## config.mk

```make
export PLATFORM = sky130hd
export DESIGN_NAME = soh_etb_packet_deframer_unit
export DESIGN_NICKNAME = d
export VERILOG_FILES = /design/src/rtl/sohdf_pkg.sv /design/src/rtl/sohdf_queue.sv /design/src/rtl/sohdf_front.sv /design/src/rtl/sohdf_back.sv /design/src/rtl/soh_etb_packet_deframer_unit.sv
export VERILOG_INCLUDE_DIRS = /design/src /design/src/rtl
export SDC_FILE = /design/constraint.sdc
export NUM_CORES = 1
export LEC_CHECK = 0
export BUFFER_PORTS_ARGS = -buffer_cell sky130_fd_sc_hd__buf_2
export CORE_AREA = 5 5 263 265
export CTS_BUF_LIST = sky130_fd_sc_hd__clkbuf_8
export CTS_CLUSTER_SIZE = 24
export DETAILED_ROUTE_END_ITERATION = 12
export DIE_AREA = 0 0 268 270
export GPL_TIMING_DRIVEN = 0
export MAX_ROUTING_LAYER = met4
export PLACE_DENSITY = 0.62
export SLEW_MARGIN = 20
export SYNTH_ARGS = -nofsm -noshare
export SYNTH_HDL_FRONTEND = slang
export SYNTH_SLANG_ARGS = --single-unit
```

## constraint.sdc

```tcl
create_clock -name clk -period 6.8 [get_ports clk]
set_input_delay 1.36 -clock clk [delete_from_list [all_inputs] [get_ports clk]]
set_output_delay 1.36 -clock clk [all_outputs]
set_load 0.01 [all_outputs]
```

## src/rtl/soh_etb_packet_deframer_unit_defines.svh

```systemverilog
// ----------------------------------------------------------------------------
// SOH/ETB deframer assertion macros
// Shared concurrent assertion forms, clocked on clk and disabled in reset.
// ----------------------------------------------------------------------------
`ifndef SOH_ETB_PACKET_DEFRAMER_UNIT_DEFINES_SVH
`define SOH_ETB_PACKET_DEFRAMER_UNIT_DEFINES_SVH

// Same-cycle implication.
`define SOHDF_CHK_NOW(label, ante, cons, msg) \
  label: assert property (@(posedge clk) disable iff (!rst_n) (ante) |-> (cons)) \
    else $error(msg);

// Next-cycle implication.
`define SOHDF_CHK_NEXT(label, ante, cons, msg) \
  label: assert property (@(posedge clk) disable iff (!rst_n) (ante) |=> (cons)) \
    else $error(msg);

`endif

```

## src/rtl/sohdf_pkg.sv

```systemverilog
// ----------------------------------------------------------------------------
// SOH/ETB deframer package
// Types and fixed constants shared by the front end, queue and back end.
// ----------------------------------------------------------------------------
`timescale 1ns / 1ps

package sohdf_pkg;

  // Field widths of a queue entry; they cover the whole supported word range.
  localparam int ROW_FIELD_W = 6;
  localparam int CNT_FIELD_W = 6;

  // Configuration register indexes.
  localparam int CFG_IDX_W = 2;
  localparam logic [CFG_IDX_W-1:0] CFG_START_CODE = 2'd0;
  localparam logic [CFG_IDX_W-1:0] CFG_END_CODE   = 2'd1;

  // Operation carried from front end to back end.
  typedef enum logic [1:0] {
    OP_STORE,
    OP_BAD,
    OP_HEADER,
    OP_WORDS
  } op_t;

  // One queue entry. For OP_STORE, data is the payload byte at row/lane;
  // for the frame operations, data is the packet id and cnt the word count.
  typedef struct packed {
    op_t                    op;
    logic [7:0]             data;
    logic [ROW_FIELD_W-1:0] row;
    logic [1:0]             lane;
    logic [CNT_FIELD_W-1:0] cnt;
  } entry_t;

  // Queue status seen by both sides.
  typedef struct packed {
    logic full;
    logic empty;
  } qstat_t;

  // Back-end sequencer states.
  typedef enum logic [1:0] {
    B_IDLE,
    B_READ,
    B_SEND
  } bstate_t;

endpackage

```

## src/rtl/sohdf_queue.sv

```systemverilog
// ----------------------------------------------------------------------------
// SOH/ETB deframer operation queue
// Two-entry FIFO that decouples the byte classifier from the result sequencer.
// ----------------------------------------------------------------------------
`timescale 1ns / 1ps

module sohdf_queue (
  input  logic              clk,
  input  logic              rst_n,
  input  logic              push,
  input  sohdf_pkg::entry_t push_entry,
  input  logic              pop,
  output sohdf_pkg::entry_t head,
  output sohdf_pkg::qstat_t stat
);

  logic [1:0]        count_r;
  logic              wr_ptr_r;
  logic              rd_ptr_r;
  sohdf_pkg::entry_t ent_r [2];

  // Pointer and occupancy bookkeeping.
  always_ff @(posedge clk) begin
    if (!rst_n) begin
      count_r  <= 2'd0;
      wr_ptr_r <= 1'b0;
      rd_ptr_r <= 1'b0;
    end else begin
      if (push) begin
        wr_ptr_r <= ~wr_ptr_r;
      end
      if (pop) begin
        rd_ptr_r <= ~rd_ptr_r;
      end
      case ({push, pop})
        2'b10:   count_r <= count_r + 2'd1;
        2'b01:   count_r <= count_r - 2'd1;
        default: count_r <= count_r;
      endcase
    end
  end

  // Entry storage; payload needs no reset.
  always_ff @(posedge clk) begin
    if (push) begin
      ent_r[wr_ptr_r] <= push_entry;
    end
  end

  assign head       = ent_r[rd_ptr_r];
  assign stat.full  = (count_r == 2'd2);
  assign stat.empty = (count_r == 2'd0);

endmodule

```

## src/rtl/sohdf_front.sv

```systemverilog
// ----------------------------------------------------------------------------
// SOH/ETB deframer front end
// Classifies received bytes, tracks the frame fill and queues store and
// frame-check operations; also holds the configuration registers.
// ----------------------------------------------------------------------------
`timescale 1ns / 1ps

module sohdf_front #(
  parameter int MAX_WORDS = 16
) (
  input  logic                            clk,
  input  logic                            rst_n,
  input  logic                            in_valid,
  output logic                            in_stall,
  input  logic [7:0]                      in_rx_byte,
  input  logic                            cfg_valid,
  output logic                            cfg_ready,
  input  logic [sohdf_pkg::CFG_IDX_W-1:0] cfg_index,
  input  logic [7:0]                      cfg_data,
  input  sohdf_pkg::qstat_t               q_stat,
  output logic                            push,
  output sohdf_pkg::entry_t               push_entry
);

  localparam int STORE_DEPTH = 2 + 4 * MAX_WORDS;
  localparam int CNT_W       = $clog2(STORE_DEPTH + 1);

  logic [7:0]       start_code_r;
  logic [7:0]       end_code_r;
  logic             collecting_r, collecting_nxt;
  logic [CNT_W-1:0] stored_count_r, stored_count_nxt;
  logic             overflowed_r, overflowed_nxt;
  logic [7:0]       id_r, id_nxt;
  logic [7:0]       cnt_r, cnt_nxt;

  logic             accept;
  logic [CNT_W-1:0] pay_off;
  logic             too_short;
  logic             too_big;
  logic             len_ok;
  logic             frame_bad;

  assign cfg_ready = 1'b1;
  assign in_stall  = q_stat.full;
  assign accept    = in_valid && !q_stat.full;

  // Configuration writes.
  always_ff @(posedge clk) begin
    if (!rst_n) begin
      start_code_r <= 8'd1;
      end_code_r   <= 8'd23;
    end else if (cfg_valid) begin
      unique case (cfg_index)
        sohdf_pkg::CFG_START_CODE: start_code_r <= cfg_data;
        sohdf_pkg::CFG_END_CODE:   end_code_r   <= cfg_data;
        default: ;
      endcase
    end
  end

  // Frame check on the bytes gathered so far.
  assign pay_off   = stored_count_r - CNT_W'(2);
  assign too_short = (stored_count_r < CNT_W'(2));
  assign too_big   = ({1'b0, cnt_r} > 9'(MAX_WORDS));
  assign len_ok    = ((10'(stored_count_r) - 10'd2) == {cnt_r, 2'b00});
  assign frame_bad = overflowed_r || too_short || too_big || !len_ok;

  // Byte classification.
  always_comb begin
    collecting_nxt   = collecting_r;
    stored_count_nxt = stored_count_r;
    overflowed_nxt   = overflowed_r;
    id_nxt           = id_r;
    cnt_nxt          = cnt_r;
    push             = 1'b0;
    push_entry       = '0;
    push_entry.op    = sohdf_pkg::OP_STORE;
    if (accept) begin
      if (in_rx_byte == start_code_r) begin
        collecting_nxt = 1'b1;
      end else if (in_rx_byte == end_code_r) begin
        collecting_nxt   = 1'b0;
        stored_count_nxt = '0;
        overflowed_nxt   = 1'b0;
        push             = 1'b1;
        push_entry.data  = (stored_count_r != '0) ? id_r : 8'd0;
        push_entry.cnt   = cnt_r[sohdf_pkg::CNT_FIELD_W-1:0];
        if (frame_bad) begin
          push_entry.op = sohdf_pkg::OP_BAD;
        end else if (cnt_r == 8'd0) begin
          push_entry.op = sohdf_pkg::OP_HEADER;
        end else begin
          push_entry.op = sohdf_pkg::OP_WORDS;
        end
      end else if (collecting_r) begin
        if (stored_count_r < CNT_W'(STORE_DEPTH)) begin
          stored_count_nxt = stored_count_r + CNT_W'(1);
          if (stored_count_r == CNT_W'(0)) begin
            id_nxt = in_rx_byte;
          end else if (stored_count_r == CNT_W'(1)) begin
            cnt_nxt = in_rx_byte;
          end else begin
            // Payload byte goes to its word row and byte lane.
            push            = 1'b1;
            push_entry.op   = sohdf_pkg::OP_STORE;
            push_entry.data = in_rx_byte;
            push_entry.row  = sohdf_pkg::ROW_FIELD_W'(pay_off >> 2);
            push_entry.lane = pay_off[1:0];
          end
        end else begin
          overflowed_nxt = 1'b1;
        end
      end
    end
  end

  // Frame tracking state.
  always_ff @(posedge clk) begin
    if (!rst_n) begin
      collecting_r   <= 1'b0;
      stored_count_r <= '0;
      overflowed_r   <= 1'b0;
    end else begin
      collecting_r   <= collecting_nxt;
      stored_count_r <= stored_count_nxt;
      overflowed_r   <= overflowed_nxt;
    end
  end

  // Header bytes need no reset; they are read only after being written.
  always_ff @(posedge clk) begin
    id_r  <= id_nxt;
    cnt_r <= cnt_nxt;
  end

endmodule

```

## src/rtl/sohdf_back.sv

```systemverilog
// ----------------------------------------------------------------------------
// SOH/ETB deframer back end
// Executes queued operations: writes payload bytes into the word store and
// sequences result transactions out of a registered output stage.
// ----------------------------------------------------------------------------
`timescale 1ns / 1ps
`include "soh_etb_packet_deframer_unit_defines.svh"

module sohdf_back #(
  parameter int MAX_WORDS = 16
) (
  input  logic              clk,
  input  logic              rst_n,
  input  sohdf_pkg::entry_t head,
  input  sohdf_pkg::qstat_t q_stat,
  output logic              pop,
  output logic              out_valid,
  input  logic              out_stall,
  output logic [7:0]        out_packet_id,
  output logic [4:0]        out_word_count,
  output logic [3:0]        out_word_index,
  output logic [31:0]       out_data_word,
  output logic              out_has_data,
  output logic              out_bad_frame,
  output logic              out_last
);

  localparam int ROW_W = (MAX_WORDS > 1) ? $clog2(MAX_WORDS) : 1;
  localparam int CW    = sohdf_pkg::CNT_FIELD_W;

  sohdf_pkg::bstate_t state_r, state_nxt;
  logic [CW-1:0]      idx_r, idx_nxt;
  logic [CW-1:0]      frame_cnt_r, frame_cnt_nxt;
  logic [7:0]         frame_id_r, frame_id_nxt;

  logic [3:0][7:0]    mem [MAX_WORDS];
  logic [3:0][7:0]    rd_word_r;
  logic               mem_we;
  logic               rd_en;

  logic               out_free;
  logic               load;
  logic [7:0]         ld_id;
  logic [CW-1:0]      ld_cnt;
  logic [CW-1:0]      ld_idx;
  logic [31:0]        ld_word;
  logic               ld_has_data;
  logic               ld_bad;
  logic               ld_last;
  logic               word_last;

  logic               out_valid_r;
  logic [7:0]         out_id_r;
  logic [4:0]         out_cnt_r;
  logic [3:0]         out_idx_r;
  logic [31:0]        out_word_r;
  logic               out_has_data_r;
  logic               out_bad_r;
  logic               out_last_r;

  assign out_free  = !out_valid_r || !out_stall;
  assign word_last = (idx_r == frame_cnt_r - CW'(1));

  // Sequencer: next state and datapath controls.
  always_comb begin
    state_nxt     = state_r;
    idx_nxt       = idx_r;
    frame_cnt_nxt = frame_cnt_r;
    frame_id_nxt  = frame_id_r;
    pop           = 1'b0;
    mem_we        = 1'b0;
    rd_en         = 1'b0;
    load          = 1'b0;
    ld_id         = frame_id_r;
    ld_cnt        = frame_cnt_r;
    ld_idx        = idx_r;
    ld_word       = rd_word_r;
    ld_has_data   = 1'b1;
    ld_bad        = 1'b0;
    ld_last       = word_last;
    unique case (state_r)
      sohdf_pkg::B_IDLE: begin
        if (!q_stat.empty) begin
          case (head.op) inside
            sohdf_pkg::OP_STORE: begin
              mem_we = 1'b1;
              pop    = 1'b1;
            end
            sohdf_pkg::OP_BAD, sohdf_pkg::OP_HEADER: begin
              if (out_free) begin
                load        = 1'b1;
                pop         = 1'b1;
                ld_id       = head.data;
                ld_cnt      = '0;
                ld_idx      = '0;
                ld_word     = '0;
                ld_has_data = 1'b0;
                ld_bad      = (head.op == sohdf_pkg::OP_BAD);
                ld_last     = 1'b1;
              end
            end
            sohdf_pkg::OP_WORDS: begin
              pop           = 1'b1;
              frame_id_nxt  = head.data;
              frame_cnt_nxt = head.cnt;
              idx_nxt       = '0;
              state_nxt     = sohdf_pkg::B_READ;
            end
            default: ;
          endcase
        end
      end
      sohdf_pkg::B_READ: begin
        rd_en     = 1'b1;
        state_nxt = sohdf_pkg::B_SEND;
      end
      sohdf_pkg::B_SEND: begin
        if (out_free) begin
          load    = 1'b1;
          idx_nxt = idx_r + CW'(1);
          state_nxt = word_last ? sohdf_pkg::B_IDLE : sohdf_pkg::B_READ;
        end
      end
      default: state_nxt = sohdf_pkg::B_IDLE;
    endcase
  end

  // Sequencer state register.
  always_ff @(posedge clk) begin
    if (!rst_n) begin
      state_r <= sohdf_pkg::B_IDLE;
    end else begin
      state_r <= state_nxt;
    end
  end

  // Frame context for word emission.
  always_ff @(posedge clk) begin
    idx_r       <= idx_nxt;
    frame_cnt_r <= frame_cnt_nxt;
    frame_id_r  <= frame_id_nxt;
  end

  // Word store: byte-lane writes, whole-word registered reads.
  always_ff @(posedge clk) begin
    if (mem_we) begin
      mem[head.row[ROW_W-1:0]][head.lane] <= head.data;
    end
  end

  always_ff @(posedge clk) begin
    if (rd_en) begin
      rd_word_r <= mem[idx_r[ROW_W-1:0]];
    end
  end

  // Output register: holds a result until the transaction completes.
  always_ff @(posedge clk) begin
    if (!rst_n) begin
      out_valid_r <= 1'b0;
    end else if (load) begin
      out_valid_r <= 1'b1;
    end else if (!out_stall) begin
      out_valid_r <= 1'b0;
    end
  end

  always_ff @(posedge clk) begin
    if (load) begin
      out_id_r       <= ld_id;
      out_cnt_r      <= ld_cnt[4:0];
      out_idx_r      <= ld_idx[3:0];
      out_word_r     <= ld_word;
      out_has_data_r <= ld_has_data;
      out_bad_r      <= ld_bad;
      out_last_r     <= ld_last;
    end
  end

  assign out_valid      = out_valid_r;
  assign out_packet_id  = out_id_r;
  assign out_word_count = out_cnt_r;
  assign out_word_index = out_idx_r;
  assign out_data_word  = out_word_r;
  assign out_has_data   = out_has_data_r;
  assign out_bad_frame  = out_bad_r;
  assign out_last       = out_last_r;

  // Checks.
  `SOHDF_CHK_NOW(a_pop_not_empty, pop, !q_stat.empty, "queue popped while empty")
  `SOHDF_CHK_NOW(a_idx_in_frame, state_r != sohdf_pkg::B_IDLE, idx_r < frame_cnt_r, "word index past frame")
  `SOHDF_CHK_NEXT(a_read_then_send, state_r == sohdf_pkg::B_READ, state_r == sohdf_pkg::B_SEND, "read not followed by send")
  `SOHDF_CHK_NOW(a_bad_shape, out_valid_r && out_bad_r, !out_has_data_r && out_last_r, "error result malformed")

endmodule

```

## src/rtl/soh_etb_packet_deframer_unit.sv

```systemverilog
// An end code's error or header-only result goes via the operation queue to the output
// register; each data-frame word takes a read state (registered word-store read), then a
// send state that loads the output register once it is free. Bytes are taken one per cycle
// while the two-entry operation queue has room. Synchronous active-low reset clears control
// state and restores start code 1 and end code 23, but never clears the word store.
// ----------------------------------------------------------------------------
// SOH/ETB packet deframer
// Collects bytes between start and end codes, checks the frame layout and
// emits one result per payload word, a header-only result or an error result.
// ----------------------------------------------------------------------------
`timescale 1ns / 1ps

module soh_etb_packet_deframer_unit #(
  parameter int MAX_WORDS = 16
) (
  input  logic                            clk,
  input  logic                            rst_n,
  input  logic                            in_valid,
  output logic                            in_stall,
  input  logic [7:0]                      in_rx_byte,
  output logic                            out_valid,
  input  logic                            out_stall,
  output logic [7:0]                      out_packet_id,
  output logic [4:0]                      out_word_count,
  output logic [3:0]                      out_word_index,
  output logic [31:0]                     out_data_word,
  output logic                            out_has_data,
  output logic                            out_bad_frame,
  output logic                            out_last,
  input  logic                            cfg_valid,
  output logic                            cfg_ready,
  input  logic [sohdf_pkg::CFG_IDX_W-1:0] cfg_index,
  input  logic [7:0]                      cfg_data
);

  sohdf_pkg::qstat_t q_stat;
  sohdf_pkg::entry_t push_entry;
  sohdf_pkg::entry_t head;
  logic              push;
  logic              pop;

  // Byte classifier.
  sohdf_front #(
    .MAX_WORDS(MAX_WORDS)
  ) u_front (
    .clk        (clk),
    .rst_n      (rst_n),
    .in_valid   (in_valid),
    .in_stall   (in_stall),
    .in_rx_byte (in_rx_byte),
    .cfg_valid  (cfg_valid),
    .cfg_ready  (cfg_ready),
    .cfg_index  (cfg_index),
    .cfg_data   (cfg_data),
    .q_stat     (q_stat),
    .push       (push),
    .push_entry (push_entry)
  );

  // Operation queue.
  sohdf_queue u_queue (
    .clk        (clk),
    .rst_n      (rst_n),
    .push       (push),
    .push_entry (push_entry),
    .pop        (pop),
    .head       (head),
    .stat       (q_stat)
  );

  // Store and result sequencer.
  sohdf_back #(
    .MAX_WORDS(MAX_WORDS)
  ) u_back (
    .clk            (clk),
    .rst_n          (rst_n),
    .head           (head),
    .q_stat         (q_stat),
    .pop            (pop),
    .out_valid      (out_valid),
    .out_stall      (out_stall),
    .out_packet_id  (out_packet_id),
    .out_word_count (out_word_count),
    .out_word_index (out_word_index),
    .out_data_word  (out_data_word),
    .out_has_data   (out_has_data),
    .out_bad_frame  (out_bad_frame),
    .out_last       (out_last)
  );

endmodule

```

* Word level (Yosys, flattened, before mapping)
Memory sizes are Yosys's and may differ from the RTL's. A register that Yosys moved wholly into a read port is not among the register bits.
Cells that the tools add are included.
** Storage, ports and cells
- Latch bits :: 0
- Output and inout bits :: 55
- Bits in registers :: 120
- RAM bits :: 560
- Memory bits (read-only) :: 0
- Word-level logic and storage cells :: 193
- Input bits :: 23
- Memories :: 2
** Memory list
- u_back.mem :: depth 16, width 32, read ports 1, clocked after Yosys merged registers in 1, write ports 1, line sohdf_back.sv:36 : logic [3:0][7:0] mem [MAX_WORDS];
- u_queue.ent_r :: depth 2, width 24, read ports 1, clocked after Yosys merged registers in 1, write ports 1, line sohdf_queue.sv:20 : sohdf_pkg::entry_t ent_r [2];
** Cells by class
- Divide/modulo/power cells :: 0
- Reductions and logical operators :: 35
- Mux-type cells :: 91
- $add $sub $neg :: 7
- $mul :: 0
- Bitwise logic cells :: 10
- Shift-type cells :: 0
- Order comparisons :: 5
- Eq/ne operators :: 21
** Operators by type and width (count)
- $mux 32 :: 6
- $mux 8 :: 8
- $mux 18 :: 3
- $mux 24 :: 2
- $mux 1 :: 40
- $mux 6 :: 6
- $mux 5 :: 5
- $mux 7 :: 3
- $mux 4 :: 5
- $demux 8 s2 :: 1
- $eq 8x8->1 :: 2
- $mux 16 :: 1
- $mux 2 :: 6
- $pmux 6 s2 :: 1
- $reduce_and 6->1 :: 2
- $eq 10x10->1 :: 1
- $eq 2x2->1 const B :: 5
- $mux 10 :: 1
- $not 1->1 :: 10
- $reduce_and 5->1 :: 2
- $reduce_bool 2->1 :: 5
- $eq 2x1->1 const B :: 4
- $gt 8x5->1 const B :: 1
- $logic_not 2->1 :: 4
- other kinds (30) :: 45

* Logic depth before layout (Yosys ltp)
- Depth after elaboration :: 10
- Mapped depth :: 11
- Mapped depth without buffers :: 10

* Hierarchy
Synthesis repeated with hierarchy kept, for this count alone.
** Second synthesis, totals
- Cell total of the unflattened synthesis :: 1453
- Area total of the unflattened synthesis :: 27898.0 µm²
** By module, submodules not included
- sohdf_back :: cells an instance 1110, sequential area each 18557.8 µm², instances 1, area an instance 23575.1 µm²
- sohdf_front :: cells an instance 246, sequential area each 980.9 µm², instances 1, area an instance 2379.8 µm²
- sohdf_queue :: cells an instance 97, sequential area each 1541.5 µm², instances 1, area an instance 1943.1 µm²

* Worst setup path after synthesis
OpenSTA, ideal clock, no wires.
- Kind :: flip-flop to flip-flop
- Start :: reg with a tool-made name
- End :: reg u_back.out_bad_r (netlist: u_back.out_bad_frame), enable pin
- Arrival :: 5.452 ns
- Setup time :: 0.540 ns
- Stages on the path, launching flop included :: 8
- Data required time :: 6.260 ns
- Setup slack :: 0.808 ns
- Buffers on the path :: 2
- Cells stage by stage :: dfxtp_1 buf_2 buf_1 mux2i_1 ha_1 inv_1 a31oi_1 a211oi_1
** RTL lines
- end signal: assignment :: line sohdf_back.sv:175 : out_bad_r <= ld_bad;
- end: declaration :: line sohdf_back.sv:58 : logic out_bad_r;

==> results.toml <==
[outcome]
status = "finished clean"

[global_route]
grt_max_degree = 67
track_usage = 0.175
grt_pass1_wl_um = 92000
antenna_found_initial = 1
gr-total-overflow = 0
grt_pass1_vias = 14300

[finish]
fin_area_mm2 = 0.0313
area_delta_synth_final_pct = 13.2
fin_util = 0.470
final_cells = 2526
final.fill_count = 5541
final_nets = 1604
drive_above_1_share = 0.262
multi_input_area_mm2 = 0.00642
register_area_mm2 = 0.0210

[clocking]
ctsHoldBuffers = 0
cts_inserted_buffers = 111
clk_pin_slew_ns = 0.06
clock_sinks = 709
postCtsSetupBuffers = 0
cts.path.max_buffers = 3
clk-insertion-delay-late_ns = 0.71
root_buffer = "clkbuf_8"
cts_tree = "done"
h-tree-depth = 3
cts.repair.resized = 0

[run]
drv_cap = 0

[drt]
via_count = 13600
ant_nets = 0
drt_pass1_iterations = 5
drc = 0
wirelength_um = 61500
first_iter_violations = 1203
wl_per_cell_um = 24.4
post_drt_via_cell_ratio = 5.37

[power]
irDropWorstVdd_v = 0.000167
p_leak_nw = 9.99
power_mw = 8.99
cellPowerDensity_mw_per_mm2 = 287

[sta]
fmax_mhz = 245
finalCritPeriodShare = 0.600
setup_viol_count_final = 0
rsz0062_at_grt = "false"
finalSetupTns_ns = 0
slew_viol_final = 0
hold-worst-slack_ns = 0.499
clock_skew_ns = 0.0315
final_critical_path_setup_slack_ns = 2.72
min_period_ns = 4.08
maxSlewHeadroom = 0.275
tightest_slew_ns = 1.08
hold_viol_final = 0

[die]
ioPinCount = 78
core_mm2 = 0.0666
initial_core_util = 0.415
rows = 95
dieArea_mm2 = 0.0724
die_x_um = 268
chipHeight_um = 270

[worst_setup_path]
path_buf_inv = 3
slowest_stage = "nor2_1"
crit_chain = "buf_2, buf_1, mux2i_1, ha_1, nand4_1, clkbuf_1, nor2_1"
start_kind = "flop"
crit_type = "flop to flop"
path_max_fanout = 10
cpPeakStageDelay_ns = 0.88
critPathArrivalTime_ns = 4.40
crit_family = "simple AND/OR/NAND/NOR gates"
cp.required_ns = 7.12
end_kind = "flop"

[synth]
synth-edff-count = 676
syn_area_mm2 = 0.0277
yosys.cell_types.count = 57
ys.flop_type = "edfxtp_1"
postSynthCellCount = 1373
synthMuxAreaShare = 0.148
synth_xor_area_frac = 0.0124
synthSimpleGateAreaFrac = 0.0497
synth_nets = 1408
async_reset_ff_frac = 0
ys_ff_latch = 709
ys_warn_count = 0
synth_seq_area_share = 0.758
synthAdderAreaFrac = 0.00543
synth_top_family_by_area = "multiplexers"
syn-mean-instance-area_um2 = 20.1
synth_compound_area_frac = 0.0145

[placement]
dp.cells = 2329
io_buffers = 76
routabilityCongestion = 0.803
dp_slack_ns = 2.68
dp.final_hpwl_um = 38900
postPlaceCellArea_mm2 = 0.0293

[min_path]
holdCritPathClass = "flop to flop"
worstHoldStart = "u_queue.wr_ptr_r"
[sequential cells by signal, indices dropped and copies added (netlist names), 7 cells and up, named ones only]
name                    flops
u_back.frame_id_r           8
u_back.out_data_word       32
u_front.id_r                8
u_front.stored_count_r      7
u_back.out_packet_id        8
u_front.cnt_r               8
u_front.end_code_r          8
u_back.mem                512
u_front.start_code_r        8
u_back.rd_word_r           32
u_queue.ent_r              44
[metal layers]
metal  GRT usage  share of wire
met1       0.225           0.41
met2       0.289           0.52
met3      0.0321          0.053
met4      0.0523          0.022
met5           -              0
[report_power, final]
group	total, mW	leakage, nW	switching, mW	internal (mW)
combinational	0.633	2.80	0.492	0.142
clock	3.27	1.18	1.61	1.66
sequential	5.08	6.00	0.0175	5.07
[cell usage in the layout (no fill, tap or decap), types with 24 or more instances in the layout]
cell	netlist	final
mux4_2	160	160
nand2_1	49	49
nor2_1	88	86
and3_1	26	26
edfxtp_1	676	676
clkbuf_8	0	117
nor2b_1	55	54
clkbuf_1	37	35
inv_1	17	61
xnor2_1	24	24
dfxtp_1	33	33
buf_2	13	90
[worst reg2reg max path, stage by stage, from the launching register on]
cell,delay (ns)
dfxtp_1,0.37
buf_2,0.31
buf_1,0.50
mux2i_1,0.42
ha_1,0.32
nand4_1,0.49
clkbuf_1,0.40
nor2_1,0.88
[worst paths after layout]
kind,to,slack [ns],cells past startpoint
max,u_back.mem[3][15],2.72,7
min,u_queue.wr_ptr_r,0.50,2
max reg2reg,u_back.mem[3][15],2.72,7
min reg2reg,u_queue.wr_ptr_r,0.50,2
[Yosys cell counts, types with 4 or more instances]
master | number | area (um2)
edfxtp_1 | 676 | 20300
mux4_2 | 160 | 3600
nor2_1 | 88 | 330
nor2b_1 | 55 | 344
nand2_1 | 49 | 184
clkbuf_1 | 37 | 139
dfxtp_1 | 33 | 661
and3_1 | 26 | 163
mux2_2 | 24 | 270
xnor2_1 | 24 | 210
mux2i_1 | 21 | 210
inv_1 | 17 | 63.8
xor2_1 | 15 | 131
buf_1 | 13 | 48.8
buf_2 | 13 | 65.1
ha_1 | 12 | 150
o21a_1 | 9 | 67.6
a21oi_1 | 8 | 40.0
nand3_1 | 8 | 40.0
o22ai_1 | 8 | 50.1
nand4_1 | 7 | 43.8
nand2b_1 | 6 | 37.5
o32ai_1 | 6 | 52.6
and2_1 | 5 | 31.3
nor3_1 | 5 | 25.0
nor4_1 | 5 | 31.3
o21ai_0 | 4 | 20.0
[cells by family (layout without fill, tap and decap cells)]
group,count (synthesis),in the layout
compound gates,53,53
xor+xnor,39,39
fa+ha+maj,12,12
buf+inv,82,361
flops,709,709
mux,205,205
other cells,1,2
simple gates,272,272
[final cells by class]
cell class | instances | share of cell area
tap | 873 | 0.0349
inverter | 17 | 0.00204
sequential | 709 | 0.670
buffer | 65 | 0.00880
multi-input combinational | 582 | 0.205
clock buffer | 117 | 0.0515
timing repair buffer | 83 | 0.0152
antenna | 1 | 0.0000800
clock inverter | 79 | 0.0128
(Power assumes the default switching activity.)
